[src/hw/rtl/cll_pkg.sv]
// Shared types and constants for the cursor linked list.
`default_nettype none

package cll_pkg;

    // Default sizing
    localparam int CAPACITY_DEF    = 64;
    localparam int VALUE_WIDTH_DEF = 32;

    // Fixed width of the value ports
    localparam int PORT_W = 32;

    // Cells per group in the first level of the readout tree
    localparam int GROUP_SIZE = 8;

    // Command codes
    typedef enum logic [2:0] {
        CMD_APPEND = 3'd0,
        CMD_INSERT = 3'd1,
        CMD_REMOVE = 3'd2,
        CMD_START  = 3'd3,
        CMD_NEXT   = 3'd4
    } cmd_t;

    // Per-cell action, broadcast along the row
    typedef enum logic [1:0] {
        CELL_HOLD,
        CELL_APPEND,
        CELL_INSERT,
        CELL_REMOVE
    } cell_op_t;

    // Control bundle seen by every cell
    typedef struct packed {
        cell_op_t op;
        logic     read_en;
    } cell_ctl_t;

    // Command sequencer states
    typedef enum logic [1:0] {
        ST_IDLE,
        ST_GROUP,
        ST_FINISH
    } seq_state_t;

endpackage

`default_nettype wire

[src/hw/rtl/cll_cell.sv]
// One list position: holds an entry value and trades it with its neighbors.
`default_nettype none

module cll_cell #(
    parameter int IDX_W       = $clog2(cll_pkg::CAPACITY_DEF),
    parameter int VALUE_WIDTH = cll_pkg::VALUE_WIDTH_DEF
) (
    input  wire logic                   clk,
    input  wire cll_pkg::cell_ctl_t     ctl,
    input  wire logic [IDX_W-1:0]       index,
    input  wire logic [IDX_W-1:0]       anchor,
    input  wire logic [IDX_W-1:0]       cursor,
    input  wire logic [VALUE_WIDTH-1:0] load_value,
    input  wire logic [VALUE_WIDTH-1:0] left_value,
    input  wire logic [VALUE_WIDTH-1:0] right_value,
    output logic      [VALUE_WIDTH-1:0] value,
    output logic      [VALUE_WIDTH-1:0] read_value
);

    logic [VALUE_WIDTH-1:0] value_reg;
    logic [VALUE_WIDTH-1:0] value_next;
    logic                   at_anchor;
    logic                   past_anchor;

    assign at_anchor   = (index == anchor);
    assign past_anchor = (index > anchor);

    // Position update: load, open a gap (insert) or close one (remove)
    always_comb
    begin
        value_next = value_reg;
        case (ctl.op)
            cll_pkg::CELL_APPEND:
            begin
                if (at_anchor)
                    value_next = load_value;
            end
            cll_pkg::CELL_INSERT:
            begin
                if (at_anchor)
                    value_next = load_value;
                else if (past_anchor)
                    value_next = left_value;
            end
            cll_pkg::CELL_REMOVE:
            begin
                if (at_anchor || past_anchor)
                    value_next = right_value;
            end
            default:
            begin
                value_next = value_reg;
            end
        endcase
    end

    always_ff @(posedge clk)
    begin
        value_reg <= value_next;
    end

    assign value = value_reg;

    // Only the cursor cell drives the readout tree
    assign read_value = (ctl.read_en && (index == cursor)) ? value_reg : '0;

endmodule

`default_nettype wire

[config.mk]
export PLATFORM = sky130hd
export DESIGN_NAME = cll_cell
export DESIGN_NICKNAME = d
export VERILOG_FILES = /design/src/hw/rtl/cll_pkg.sv /design/src/hw/rtl/cll_cell.sv
export SDC_FILE = /design/constraint.sdc
export NUM_CORES = 1
export LEC_CHECK = 0
export BUFFER_PORTS_ARGS = -buffer_cell sky130_fd_sc_hd__buf_2
export CORE_ASPECT_RATIO = 2
export CORE_MARGIN = 4
export CORE_UTILIZATION = 40
export DETAILED_ROUTE_END_ITERATION = 8
export PLACE_DENSITY = 0.78
export SYNTH_ARGS = -nofsm -noshare
export SYNTH_HDL_FRONTEND = slang
export SYNTH_SLANG_ARGS = --single-unit
[constraint.sdc]
create_clock -name clk -period 4 [get_ports clk]
set_input_delay 1.2 -clock clk [delete_from_list [all_inputs] [get_ports clk]]
set_output_delay 1.2 -clock clk [all_outputs]
set_load 0.005 [all_outputs]
==> results.cfg <==
[power_and_ir_drop]
internal_power_uw = 686.4
leakage_nw = 1.650
switching_share_pct = 28.32
combPwrFrac_pct = 27.0
p_total_uw = 957.7
p_sw_uw = 271.2
ir_drop_v = 0.0002132
powerDensity_nw_per_um2 = 289.7
pwr-share-clk_pct = 23.3
p_seq_share_pct = 49.7

[sta]
tns_ns = 0
slew_viol_final = 0
max_freq_ghz = 0.2771
min_period_ns = 3.609
hold_viol_final = 0
setup_viol = 0
timing.hold.ws_ns = 1.230
slew-limit-headroom_pct = 19.46
rsz0062_at_grt = no
fin_ws_ns = 0.3912
fin_crit_sh_pct = 90.22
tightestPinTransition_ns = 1.208

[yosys]
synth_top_area_share_pct = 41.69
ys_ff_latch = 32
synth.distinct_cells = 23
synthTopCellsByArea = edfxtp_1 (42%), nand3_1 (21%), a22oi_1 (10%), and2_1 (8.7%), ha_1 (4.9%)
yosysWarnings = 0
syn_area_per_cell_um2 = 9.038
yosys.area.top_type = edfxtp_1
synth_edf_count = 32
syn_area_um2 = 2305
async_reset_ff_share_pct = 0
synth_ff_type = edfxtp_1
syn_inst = 255
ys_seq_area_share_pct = 41.69
syn-num-nets = 382
synth_common_cells = nand3_1 (96), a22oi_1 (32), and2_1 (32), edfxtp_1 (32), clkbuf_1 (10)
yosysMostFrequentCell = nand3_1

[die]
die-area_um2 = 7114
io_pins = 182
coreArea_um2 = 5515
fp.dieH_um = 115.3
initial_core_util_pct = 41.79
rows = 38
die_w_um = 61.68

[critical_path]
critical-path-max-stage-delay_ns = 0.29
path_delay_family = buffers and inverters
crit_type = in2out
start_kind = primary input
arrival_ns = 2.41
cp_slowest_cell = buf_4
critical_path_cell_count = 7
critPathMaxFanout = 32
end_kind = primary output
crit_top_cell = buf_2
crit_required_ns = 2.80
worst-path-buf-inv = 3
worstPathCellList = buf_2 -> xnor2_1 -> nand4_1 -> nor4_4 -> buf_4 -> and2_1 -> buf_2

[clock_tree]
post_cts_resized = 0
cts_tree = done
cts-root-buf = clkbuf_8
cts_max_level = 2
ctsHoldBuffers = 0
cts_sinks = 32
postCtsSetupBuffers = 0
cts_buffer_depth = 2
cts_buffers = 5
clk_pin_slew_worst_paths_ns = 0.07

[final_layout]
antenna_cells = 0
nets = 552
drive_gt1_share_pct = 46.35
largest_reg_flops = 32
fillers = 519
layout.cells.non_filler = 485
area.growth.synth_to_final_pct = 43.43

[drt]
drtIter0Drc = 179
avgRoutedWirePerCell_um = 16.27
drt-vias-per-instance = 5.511
vias = 2673
wl_mm = 7.892
drc_errors = 0
drt.antenna.violating_nets = 0
drtPass1Iterations = 7

[global_routing]
busiest_layer = met2
grt_use_met3_pct = 4.607
antenna_found_initial = 0
met1_usage_pct = 20.72
grt_max_degree = 65
grt_overflow_total = 0
grt_pass1_wl_mm = 11.33
grt_pass1_vias = 2509
met2_usage_pct = 40.10
track_usage_pct = 21.40

[min_path]
hp-class = in2reg
holdPathStages = 3

[place]
placedCellCount = 478
post-dp-hpwl_mm = 6.068
gp_congestion = 0.8132
preCtsSetupSlack_ns = 0.3871
numPortBuffers = 181

[job]
cap_violations = 0

[outcome]
outcome = completed
[cells in the final DEF, fill, tap and decap left out]
cell,n
a211oi_1,1
a21oi_1,2
a22oi_1,32
and2_1,32
buf_12,1
buf_2,181
buf_4,5
clkbuf_8,5
clkinv_1,2
edfxtp_1,32
ha_1,8
ha_2,1
inv_1,9
nand2_1,2
nand3_1,96
nand4_1,2
nor2_2,2
nor2b_1,1
nor3_1,1
nor4_4,1
o21bai_1,1
o32a_2,1
or2_1,1
xnor2_1,3
xor2_1,3
[area by class of cell]
| class | instances | area (um^2) | share of cell area [%] |
|---|---|---|---|
| Clock buffer | 5 | 68.82 | 2.082 |
| Clock inverter | 2 | 7.507 | 0.2271 |
| Inverter | 9 | 33.78 | 1.022 |
| Multi-Input combinational cell | 190 | 1196 | 36.18 |
| Sequential cell | 32 | 960.9 | 29.07 |
| Tap cell | 60 | 75.07 | 2.271 |
| Timing Repair Buffer | 187 | 963.4 | 29.14 |
[cell families (layout without fill, tap and decap cells)]
group           after synthesis  count (layout)  share of synthesized area [%]
simple gates                138             138                          32.41
compound gates               37              37                          11.94
buf+inv                      33             203                          6.786
flops                        32              32                          41.69
fa+ha+maj                     9               9                          4.886
xor+xnor                      6               6                          2.281
[routing by layer]
metal	vias up	share of wire [%]
met3	15	10
met1	1210	32
met4	0	2.6
met2	158	55
li1	1290	-
met5	-	0
[worst paths after layout]
check	slack, ns	endpoint	start
hold / removal	1.23	value[28]$_DFFE_PP_	load_value[28]
setup / recovery	0.39	read_value[14]	index[0]
[power groups by stage]
stage | sequential, mW | combinational (mW) | clock [mW]
after floorplan | 0.484 | 0.0971 | 0
after global placement | 0.481 | 0.256 | 0
after global routing | 0.483 | 0.287 | 0.244
after detailed placement | 0.484 | 0.261 | 0
after CTS | 0.477 | 0.262 | 0.231
final | 0.476 | 0.258 | 0.223
[through the flow]
step                      utilization (%)  cell area (um^2)
after global routing                59.94              3306
after floorplan                         -              2305
after CTS                           59.94              3306
final                               59.94              3306
after global placement              58.55              3229
after detailed placement            58.55              3229
[worst min-delay path, cell delays in order]
cell     delay, ns
buf_2         0.09
a22oi_1       0.06
nand3_1       0.06
Note: power is estimated with default switching activity, not from simulation.
